==> config.mk <==
export PLATFORM = sky130hd
export DESIGN_NAME = id_token_sanitizer_core
export DESIGN_NICKNAME = d
export VERILOG_FILES = /design/src/rtl/its_pkg.sv /design/src/rtl/its_front.sv /design/src/rtl/its_queue.sv /design/src/rtl/its_back.sv /design/src/rtl/id_token_sanitizer_core.sv
export SDC_FILE = /design/constraint.sdc
export NUM_CORES = 1
export LEC_CHECK = 0
export BUFFER_PORTS_ARGS = -buffer_cell sky130_fd_sc_hd__buf_2
export CAP_MARGIN = 25
export CORE_MARGIN = 3
export CORE_UTILIZATION = 43
export DETAILED_ROUTE_END_ITERATION = 8
export SLEW_MARGIN = 20
export SYNTH_ARGS = -nofsm -noshare
export SYNTH_HDL_FRONTEND = slang
export SYNTH_SLANG_ARGS = --single-unit
export TNS_END_PERCENT = 50
==> constraint.sdc <==
create_clock -name i_clk -period 4.6 [get_ports i_clk]
set_input_delay 0.92 -clock i_clk [delete_from_list [all_inputs] [get_ports i_clk]]
set_output_delay 0.92 -clock i_clk [all_outputs]
set_load 0.005 [all_outputs]
==> src/rtl/its_pkg.sv <==
`default_nettype none
// ----------------------------------------------------------------------------
// its_pkg
// Shared types, constants and helper functions of the identifier token
// sanitizer.
// ----------------------------------------------------------------------------
package its_pkg;

    localparam int OUT_CAPACITY_DEF = 64;
    localparam int QUEUE_DEPTH      = 4;
    localparam int APB_ADDR_W       = 3;
    localparam int APB_DATA_W       = 32;
    localparam int CNT_W            = 6;

    localparam logic [0:0] REG_MAX_LENGTH = 1'b0;

    localparam logic [7:0] CH_UNDERSCORE = 8'h5F;
    localparam logic [7:0] CH_DASH       = 8'h2D;
    localparam logic [7:0] CH_DOT        = 8'h2E;
    localparam logic [7:0] CH_COLON      = 8'h3A;
    localparam logic [7:0] CH_NONE       = 8'h00;

    localparam logic [CNT_W-1:0] DEFAULT_LEN  = 6'd3;
    localparam logic [CNT_W-1:0] DEFAULT_LAST = 6'd2;

    typedef struct packed {
        logic [CNT_W-1:0] pend;
        logic             has_char;
        logic [7:0]       ch;
        logic             is_end;
        logic             dflt;
        logic [CNT_W-1:0] len;
    } t_cmd;

    typedef enum logic [2:0] {
        ST_IDLE,
        ST_PEND,
        ST_CHAR,
        ST_DEF,
        ST_END
    } t_back_state;

    function automatic logic byte_allowed(input logic [7:0] c);
        logic ok;
        ok = ((c >= 8'h61) && (c <= 8'h7A)) || ((c >= 8'h41) && (c <= 8'h5A)) ||
             ((c >= 8'h30) && (c <= 8'h39)) || (c == CH_DASH) ||
             (c == CH_UNDERSCORE) || (c == CH_DOT) || (c == CH_COLON);
        return ok;
    endfunction

    function automatic logic [7:0] default_char(input logic [1:0] idx);
        logic [7:0] c;
        case (idx)
            2'd0: begin
                c = 8'h6D;
            end
            2'd1: begin
                c = 8'h73;
            end
            2'd2: begin
                c = 8'h67;
            end
            default: begin
                c = CH_NONE;
            end
        endcase
        return c;
    endfunction

endpackage
`default_nettype wire

==> src/rtl/its_front.sv <==
`default_nettype none
// ----------------------------------------------------------------------------
// its_front
// Accepts input bytes, applies truncation and the character filter, tracks
// the token state and makes a request for each kept byte and token end.
// ----------------------------------------------------------------------------
module its_front #(
    parameter int P_OUT_CAPACITY = its_pkg::OUT_CAPACITY_DEF
) (
    input  wire logic                     i_clk,
    input  wire logic                     i_rst_n,
    input  wire logic [its_pkg::CNT_W-1:0] i_max_length,
    input  wire logic                     i_in_valid,
    output logic                          o_in_ready,
    input  wire logic [7:0]               i_in_char,
    input  wire logic                     i_char_present,
    input  wire logic                     i_is_last,
    input  wire logic                     i_q_full,
    output logic                          o_q_push,
    output its_pkg::t_cmd                 o_q_data
);
    import its_pkg::*;

    localparam logic [CNT_W-1:0] CAP_LEN = CNT_W'(P_OUT_CAPACITY - 1);

    logic [CNT_W-1:0] r_accepted, n_accepted;
    logic [CNT_W-1:0] r_pending, n_pending;
    logic [CNT_W-1:0] r_emitted, n_emitted;
    logic             r_seen, n_seen;

    logic [CNT_W-1:0] limit;
    logic             accept;
    logic             take;
    logic [7:0]       clean_char;
    logic             push_char;
    t_cmd             cmd;

    assign limit  = ((i_max_length == '0) || (i_max_length > CAP_LEN)) ? CAP_LEN
                                                                       : i_max_length;
    assign o_in_ready = !i_q_full;
    assign accept     = i_in_valid && o_in_ready;
    assign take       = i_char_present && (r_accepted < limit);
    assign clean_char = byte_allowed(i_in_char) ? i_in_char : CH_UNDERSCORE;
    assign push_char  = take && (clean_char != CH_UNDERSCORE);

    always_comb begin
        n_accepted = r_accepted;
        n_pending  = r_pending;
        n_emitted  = r_emitted;
        n_seen     = r_seen;
        cmd.pend     = '0;
        cmd.has_char = 1'b0;
        cmd.ch       = clean_char;
        cmd.is_end   = i_is_last;
        cmd.dflt     = 1'b0;
        cmd.len      = '0;
        if (take) begin
            n_accepted = r_accepted + 1'b1;
            if (clean_char == CH_UNDERSCORE) begin
                if (r_seen) begin
                    n_pending = r_pending + 1'b1;
                end
            end else begin
                cmd.pend     = r_pending;
                cmd.has_char = 1'b1;
                n_emitted    = r_emitted + r_pending + 1'b1;
                n_pending    = '0;
                n_seen       = 1'b1;
            end
        end
        if (i_is_last) begin
            if (n_emitted == '0) begin
                cmd.dflt = 1'b1;
                cmd.len  = DEFAULT_LEN;
            end else begin
                cmd.len = n_emitted;
            end
            n_accepted = '0;
            n_pending  = '0;
            n_emitted  = '0;
            n_seen     = 1'b0;
        end
    end

    assign o_q_push = accept && (push_char || i_is_last);
    assign o_q_data = cmd;

    always_ff @(posedge i_clk) begin
        if (!i_rst_n) begin
            r_accepted <= '0;
            r_pending  <= '0;
            r_emitted  <= '0;
            r_seen     <= 1'b0;
        end else if (accept) begin
            r_accepted <= n_accepted;
            r_pending  <= n_pending;
            r_emitted  <= n_emitted;
            r_seen     <= n_seen;
        end
    end

endmodule
`default_nettype wire

==> src/rtl/its_queue.sv <==
`default_nettype none
// ----------------------------------------------------------------------------
// its_queue
// Short request queue between the front end and the back end.
// ----------------------------------------------------------------------------
module its_queue (
    input  wire logic          i_clk,
    input  wire logic          i_rst_n,
    input  wire logic          i_push,
    input  wire its_pkg::t_cmd i_data,
    output logic               o_full,
    input  wire logic          i_pop,
    output its_pkg::t_cmd      o_head,
    output logic               o_empty
);
    import its_pkg::*;

    localparam int QW = $clog2(QUEUE_DEPTH);

    t_cmd          r_mem [QUEUE_DEPTH];
    logic [QW-1:0] r_wptr, n_wptr;
    logic [QW-1:0] r_rptr, n_rptr;
    logic [QW:0]   r_count, n_count;
    logic          do_push;
    logic          do_pop;

    assign o_full  = (r_count == (QW+1)'(QUEUE_DEPTH));
    assign o_empty = (r_count == '0);
    assign do_push = i_push && !o_full;
    assign do_pop  = i_pop && !o_empty;
    assign o_head  = r_mem[r_rptr];

    always_comb begin
        n_wptr  = do_push ? QW'(r_wptr + 1'b1) : r_wptr;
        n_rptr  = do_pop ? QW'(r_rptr + 1'b1) : r_rptr;
        n_count = r_count + (QW+1)'(do_push) - (QW+1)'(do_pop);
    end

    always_ff @(posedge i_clk) begin
        if (!i_rst_n) begin
            r_wptr  <= '0;
            r_rptr  <= '0;
            r_count <= '0;
        end else begin
            r_wptr  <= n_wptr;
            r_rptr  <= n_rptr;
            r_count <= n_count;
        end
    end

    always_ff @(posedge i_clk) begin
        if (do_push) begin
            r_mem[r_wptr] <= i_data;
        end
    end

    a_no_overflow: assert property (@(posedge i_clk) disable iff (!i_rst_n)
        r_count <= (QW+1)'(QUEUE_DEPTH))
        else $error("Queue count exceeds its depth.");
    a_push_counts: assert property (@(posedge i_clk) disable iff (!i_rst_n)
        (do_push && !do_pop) |=> (r_count == $past(r_count) + 1'b1))
        else $error("Queue count did not follow a push.");
    a_pop_counts: assert property (@(posedge i_clk) disable iff (!i_rst_n)
        (do_pop && !do_push) |=> (r_count == $past(r_count) - 1'b1))
        else $error("Queue count did not follow a pop.");

endmodule
`default_nettype wire

==> src/rtl/its_back.sv <==
`default_nettype none
// ----------------------------------------------------------------------------
// its_back
// Expands each request into output results: held underscores, the byte,
// the default token and the end marker, through a registered output stage.
// ----------------------------------------------------------------------------
module its_back (
    input  wire logic                      i_clk,
    input  wire logic                      i_rst_n,
    input  wire its_pkg::t_cmd             i_head,
    input  wire logic                      i_empty,
    output logic                           o_pop,
    output logic                           o_out_valid,
    input  wire logic                      i_out_ready,
    output logic [7:0]                     o_out_char,
    output logic                           o_out_present,
    output logic                           o_end_of_token,
    output logic [its_pkg::CNT_W-1:0]      o_token_length,
    output logic                           o_used_default
);
    import its_pkg::*;

    t_back_state      r_state, n_state;
    t_cmd             r_cmd, n_cmd;
    logic [CNT_W-1:0] r_cnt, n_cnt;

    logic             r_out_valid;
    logic [7:0]       r_out_char;
    logic             r_out_present;
    logic             r_end;
    logic [CNT_W-1:0] r_len;
    logic             r_dflt;

    logic             load_ok;
    logic             step;
    logic             fin;
    logic [7:0]       e_char;
    logic             e_present;
    logic             e_end;
    logic [CNT_W-1:0] e_len;
    logic             e_dflt;

    assign load_ok = !r_out_valid || i_out_ready;
    assign step    = (r_state != ST_IDLE) && load_ok;

    always_comb begin
        n_state = r_state;
        n_cmd   = r_cmd;
        n_cnt   = r_cnt;
        fin     = 1'b0;
        o_pop   = 1'b0;
        case (r_state)
            ST_IDLE: begin
                o_pop = !i_empty;
            end
            ST_PEND: begin
                if (step) begin
                    n_cnt = r_cnt - 1'b1;
                    if (r_cnt == 6'd1) begin
                        n_state = ST_CHAR;
                    end
                end
            end
            ST_CHAR: begin
                if (step) begin
                    if (r_cmd.is_end) begin
                        n_state = ST_END;
                    end else begin
                        fin = 1'b1;
                    end
                end
            end
            ST_DEF: begin
                if (step) begin
                    n_cnt = r_cnt + 1'b1;
                    if (r_cnt == DEFAULT_LAST) begin
                        n_state = ST_END;
                    end
                end
            end
            ST_END: begin
                if (step) begin
                    fin = 1'b1;
                end
            end
            default: begin
                n_state = ST_IDLE;
            end
        endcase
        if (fin) begin
            n_state = ST_IDLE;
            o_pop   = !i_empty;
        end
        if (o_pop) begin
            n_cmd = i_head;
            n_cnt = i_head.pend;
            if (i_head.pend != '0) begin
                n_state = ST_PEND;
            end else if (i_head.has_char) begin
                n_state = ST_CHAR;
            end else if (i_head.dflt) begin
                n_state = ST_DEF;
            end else begin
                n_state = ST_END;
            end
        end
    end

    always_comb begin
        e_char    = CH_NONE;
        e_present = 1'b0;
        e_end     = 1'b0;
        e_len     = '0;
        e_dflt    = 1'b0;
        case (r_state)
            ST_PEND: begin
                e_char    = CH_UNDERSCORE;
                e_present = 1'b1;
            end
            ST_CHAR: begin
                e_char    = r_cmd.ch;
                e_present = 1'b1;
            end
            ST_DEF: begin
                e_char    = default_char(r_cnt[1:0]);
                e_present = 1'b1;
                e_dflt    = 1'b1;
            end
            ST_END: begin
                e_end  = 1'b1;
                e_len  = r_cmd.len;
                e_dflt = r_cmd.dflt;
            end
            default: begin
                e_char = CH_NONE;
            end
        endcase
    end

    always_ff @(posedge i_clk) begin
        if (!i_rst_n) begin
            r_state     <= ST_IDLE;
            r_cnt       <= '0;
            r_out_valid <= 1'b0;
        end else begin
            r_state     <= n_state;
            r_cnt       <= n_cnt;
            r_out_valid <= step || (r_out_valid && !i_out_ready);
        end
    end

    always_ff @(posedge i_clk) begin
        r_cmd <= n_cmd;
        if (step) begin
            r_out_char    <= e_char;
            r_out_present <= e_present;
            r_end         <= e_end;
            r_len         <= e_len;
            r_dflt        <= e_dflt;
        end
    end

    assign o_out_valid    = r_out_valid;
    assign o_out_char     = r_out_char;
    assign o_out_present  = r_out_present;
    assign o_end_of_token = r_end;
    assign o_token_length = r_len;
    assign o_used_default = r_dflt;

    a_pop_needs_data: assert property (@(posedge i_clk) disable iff (!i_rst_n)
        o_pop |-> !i_empty)
        else $error("Back end popped an empty queue.");
    a_def_index: assert property (@(posedge i_clk) disable iff (!i_rst_n)
        (r_state == ST_DEF) |-> (r_cnt <= DEFAULT_LAST))
        else $error("Default token index out of range.");
    a_pend_to_char: assert property (@(posedge i_clk) disable iff (!i_rst_n)
        (step && (r_state == ST_PEND) && (r_cnt == 6'd1)) |=> (r_state == ST_CHAR))
        else $error("Held underscores were not followed by their byte.");

endmodule
`default_nettype wire

==> src/rtl/id_token_sanitizer_core.sv <==
`default_nettype none
// ----------------------------------------------------------------------------
// id_token_sanitizer_core
// Streaming identifier token cleaner: truncates, filters characters, drops
// leading and trailing underscores and ends each token with a length marker.
//
//   Channel   Direction  Handshake                 Payload
//   input     in         i_in_valid / o_in_ready   char, present, last flag
//   output    out        o_out_valid / i_out_ready char, present, end, length, default
//   config    in         APB psel/penable/pready   max_length at address 0
//
// The front end takes one item per cycle while the request queue has room.
// The back end emits one result per held underscore, one for the byte, and
// one for the end marker (four with the default token). Synchronous reset
// clears all token state and the queue; max_length resets to zero. The output
// register holds a result while i_out_ready is low, and the queue lets the
// front end keep accepting until it is full.
// ----------------------------------------------------------------------------
module id_token_sanitizer_core #(
    parameter int P_OUT_CAPACITY = its_pkg::OUT_CAPACITY_DEF
) (
    input  wire logic                           i_clk,
    input  wire logic                           i_rst_n,
    input  wire logic                           psel,
    input  wire logic                           penable,
    input  wire logic                           pwrite,
    input  wire logic [its_pkg::APB_ADDR_W-1:0] paddr,
    input  wire logic [its_pkg::APB_DATA_W-1:0] pwdata,
    output logic [its_pkg::APB_DATA_W-1:0]      prdata,
    output logic                                pready,
    input  wire logic                           i_in_valid,
    output logic                                o_in_ready,
    input  wire logic [7:0]                     i_in_char,
    input  wire logic                           i_char_present,
    input  wire logic                           i_is_last,
    output logic                                o_out_valid,
    input  wire logic                           i_out_ready,
    output logic [7:0]                          o_out_char,
    output logic                                o_out_present,
    output logic                                o_end_of_token,
    output logic [its_pkg::CNT_W-1:0]           o_token_length,
    output logic                                o_used_default
);
    import its_pkg::*;

    logic [CNT_W-1:0] r_max_length;
    logic             reg_sel;
    logic             q_full;
    logic             q_empty;
    logic             q_push;
    logic             q_pop;
    t_cmd             q_in;
    t_cmd             q_head;

    assign pready  = 1'b1;
    assign reg_sel = (paddr[APB_ADDR_W-1:2] == REG_MAX_LENGTH);
    assign prdata  = reg_sel ? APB_DATA_W'(r_max_length) : '0;

    always_ff @(posedge i_clk) begin
        if (!i_rst_n) begin
            r_max_length <= '0;
        end else if (psel && penable && pwrite && pready && reg_sel) begin
            r_max_length <= pwdata[CNT_W-1:0];
        end
    end

    its_front #(
        .P_OUT_CAPACITY(P_OUT_CAPACITY)
    ) u_front (
        .i_clk          (i_clk),
        .i_rst_n        (i_rst_n),
        .i_max_length   (r_max_length),
        .i_in_valid     (i_in_valid),
        .o_in_ready     (o_in_ready),
        .i_in_char      (i_in_char),
        .i_char_present (i_char_present),
        .i_is_last      (i_is_last),
        .i_q_full       (q_full),
        .o_q_push       (q_push),
        .o_q_data       (q_in)
    );

    its_queue u_queue (
        .i_clk   (i_clk),
        .i_rst_n (i_rst_n),
        .i_push  (q_push),
        .i_data  (q_in),
        .o_full  (q_full),
        .i_pop   (q_pop),
        .o_head  (q_head),
        .o_empty (q_empty)
    );

    its_back u_back (
        .i_clk          (i_clk),
        .i_rst_n        (i_rst_n),
        .i_head         (q_head),
        .i_empty        (q_empty),
        .o_pop          (q_pop),
        .o_out_valid    (o_out_valid),
        .i_out_ready    (i_out_ready),
        .o_out_char     (o_out_char),
        .o_out_present  (o_out_present),
        .o_end_of_token (o_end_of_token),
        .o_token_length (o_token_length),
        .o_used_default (o_used_default)
    );

endmodule
`default_nettype wire
==> impl_metrics.toml <==
[cells_and_area]
multi_input_comb_area_sq_um = 2933
insertedDiodeCount = 0
regArea_sq_um = 4634
fillCellCount = 1549
area_growth_pct = 13.60
fin_nets = 741
drive_gt1_frac = 0.1864

[setup_path]
crit_path_start = "r_max_length[2]"
cp-end-kind = "register"
r2r-start = "r_max_length[2]"
cp.required_ns = 4.87
r2r-end = "u_queue.r_count[2]"
cp_max_fo = 13
crit_top_cell = "nor2_1"
crit_path_start_kind = "register"
rrSetupSlack_ns = 0.57
crit_slowest_cell = "or4_4"
crit_chain = "or4_4, nor3_1, nor2_1, ha_1, a211o_1, o211ai_1, o211a_1, o21ai_2, nor2_1, ha_1, inv_1, fa_1, xor2_1, xnor2_1, nor2_1"
arrival_ns = 4.30
r2r_cells = 15
worst_path_dominant_cell_family = "simple AND/OR/NAND/NOR gates"
path_class = "reg -> reg"
crit_buf_inv = 1
cp_slowest_stage_delay_ns = 0.57

[pwr]
clockPowerShare = 0.332
p_sw_frac = 0.2877
ir_drop_mv = 0.4523
power.leakage_nw = 3.292
p_seq_frac = 0.443
p_int_mw = 3.392
p_comb_frac = 0.226
p_per_area_nw_per_um2 = 533.9
switching_power_mw = 1.370
total_power_mw = 4.761

[job]
maxCapViolations = 0

[clock_tree]
htreeDepth = 4
cts_max_path_buffers = 2
cts_tree = "built"
clockRootBuffer = "clkbuf_16"
postCtsSetupBuffers = 0
ctsResizeCount = 0
cts_made_buffers = 17
clk_latency_ns = 0.42
holdBufCountCts = 0
cts.reportedPaths.clkPinSlew_ns = 0.06
cts_sinks = 169

[synthesis]
synth_top_family_by_area = "simple AND/OR/NAND/NOR gates"
synth.distinct_cells = 63
async_flop_share = 0
synth_top_cell_area_share = 0.4782
synthTopCellsByCount = "edfxtp_1 (125), nor2_1 (50), dfxtp_1 (44)"
synthSimpleGateAreaFrac = 0.1332
synth_area_sq_um = 7850
synth-xor-area-share = 0.01897
netlist_instances = 607
synth_most_common_cell = "edfxtp_1"
syn_area_per_cell_sq_um = 12.93
muxShareOfSynthArea = 0.08910
synth_flop_cell = "edfxtp_1"
synth_compound_area_frac = 0.07412
synth-adder-area-share = 0.04335
seq_area_frac_synth = 0.5904
synth_seq_cells = 169
synth_area_leader_cell = "edfxtp_1"
synth_edf_count = 125
synth_warnings = 0
synth.area.top_cells = "edfxtp_1 (48%), dfxtp_1 (11%), mux4_2 (6.6%)"

[detailed_routing]
drt_iter0_markers = 282
m1WireLength_microns = 7139
wl_met3_microns = 689
routed_wl_microns = 15830
ant_nets = 0
dr_wl_met2_microns = 7737
top_layer = "met4"
wl_per_cell_microns = 17.57
num_vias = 4895
drc = 0
drt_first_pass_iters = 4
vias_per_cell = 5.433

[floorplan]
die_y_microns = 141.1
die_area_sq_um = 19910
core_sq_um = 17600
initial_core_util = 0.4461
ios = 104
die_w_microns = 141.1
num_rows = 48

[placed_design]
portBuffers = 48
gp_congestion = 0.8679
hpwl_microns = 10590

[global_routing]
grt_remaining_overflow = 0
grt_max_degree = 25
grtUsageTotal = 0.1653
antenna_found_initial = 0
first_global_vias = 4931
grt_pass1_wl_microns = 25700

[timing]
finalMaxSlewViolations = 0
hold_violations = 0
rsz0062_at_grt = "false"
fin_crit_ns = 4.029
slew_headroom = 0.4009
post-route-period-util = 0.8758
worst-slew-pin-transition_ns = 0.8977
final-setup-viol-count = 0
max_freq_mhz = 248.2
finalClockSkew_ns = 0.009628
setup_tns_ns = 0

[hold_path]
worstHoldStart = "u_queue.r_wptr[1]"
hp-class = "reg -> reg"
min_to = "u_queue.r_wptr[1]"
min_path_cells = 2

[run_status]
status = "complete, no violations"
-- cells by family (layout without fill, tap and decap cells) --
| group | after synthesis | in the layout |
|---|---|---|
| AO/OA/AOI/OAI | 85 | 85 |
| buffers and inverters | 74 | 114 |
| multiplexers | 41 | 41 |
| flip-flops | 169 | 169 |
| other | 2 | 31 |
| XOR/XNOR | 17 | 17 |
| AND/OR/NAND/NOR | 193 | 193 |
| adder cells (fa/ha/maj) | 26 | 26 |
-- how the worst max path moves through the flow --
stage               slack [ns]  cells past startpoint                  to
global route              0.24                     15  u_queue.r_count[2]
finish                    0.57                     15  u_queue.r_count[2]
CTS                       0.55                     15  u_queue.r_count[2]
floorplan                 0.94                     16  u_queue.r_count[2]
global placement          0.68                     15  u_queue.r_count[2]
detailed placement        0.60                     15  u_queue.r_count[2]
-- routing by layer --
metal	up-vias	global-route usage
met5	-	0
li1	2338	-
met1	2423	0.2178
met2	110	0.2644
met4	0	0.06527
met3	24	0.04071
-- placed cells by master (no fill, tap or decap), types with 14 or more instances in the layout --
cell         n
inv_1       20
mux2i_1     17
edfxtp_1   125
nor2_1      50
mux4_2      23
nor3_1      14
clkbuf_16   17
buf_2       48
nand3_1     15
ha_1        24
a21oi_1     23
dfxtp_1     44
conb_1      31
nand2_1     31
-- stage by stage --
stage | hold WS [ns] | cells | util | setup slack, ns | instance area (sq um)
3_3_place_gp | 0.4772 | 869 | 0.4693 | 0.6841 | 8258
5_1_grt | 0.5208 | 901 | 0.5068 | 0.2411 | 8917
3_5_place_dp | 0.4900 | 869 | 0.4693 | 0.5994 | 8258
2_1_floorplan | 0.4562 | 636 | - | 0.9355 | 7959
6_report | 0.4974 | 901 | 0.5068 | 0.5712 | 8917
4_1_cts | 0.5009 | 901 | 0.5068 | 0.5488 | 8917
-- power groups by stage --
stage | Clock (mW) | Combinational (mW) | Sequential, mW
after floorplan | 0 | 0.800 | 2.09
after global routing | 1.67 | 1.21 | 2.13
after global placement | 0 | 1.06 | 2.13
after CTS | 1.61 | 1.09 | 2.11
final | 1.58 | 1.08 | 2.11
after detailed placement | 0 | 1.08 | 2.14
-- sequential cells by signal (all words and copies together), names as in the netlist, 3 cells and up, named ones only --
register,count
u_front.r_accepted,6
u_back.o_token_length,6
u_back.r_state,3
u_back.r_cnt,6
u_back.o_out_char,8
u_back.r_cmd,16
u_front.r_pending,6
u_queue.r_count,3
u_queue.r_mem,92
u_front.r_emitted,6
r_max_length,6
-- layout make-up --
cell class | instances | area share
Sequential cell | 169 | 0.5197
Multi-Input combinational cell | 393 | 0.3289
Clock buffer | 17 | 0.04771
Timing Repair Buffer | 59 | 0.03620
Tap cell | 225 | 0.03157
Clock inverter | 15 | 0.02624
Inverter | 23 | 0.009681
-- tightest hold or removal path: cells and delay by family, from the launching register on --
kind	cells	cell delay (ns)
DFF	1	0.34
and+or+nand+nor	1	0.06
muxes	1	0.05
Note: power is estimated with default switching activity, not from simulation.
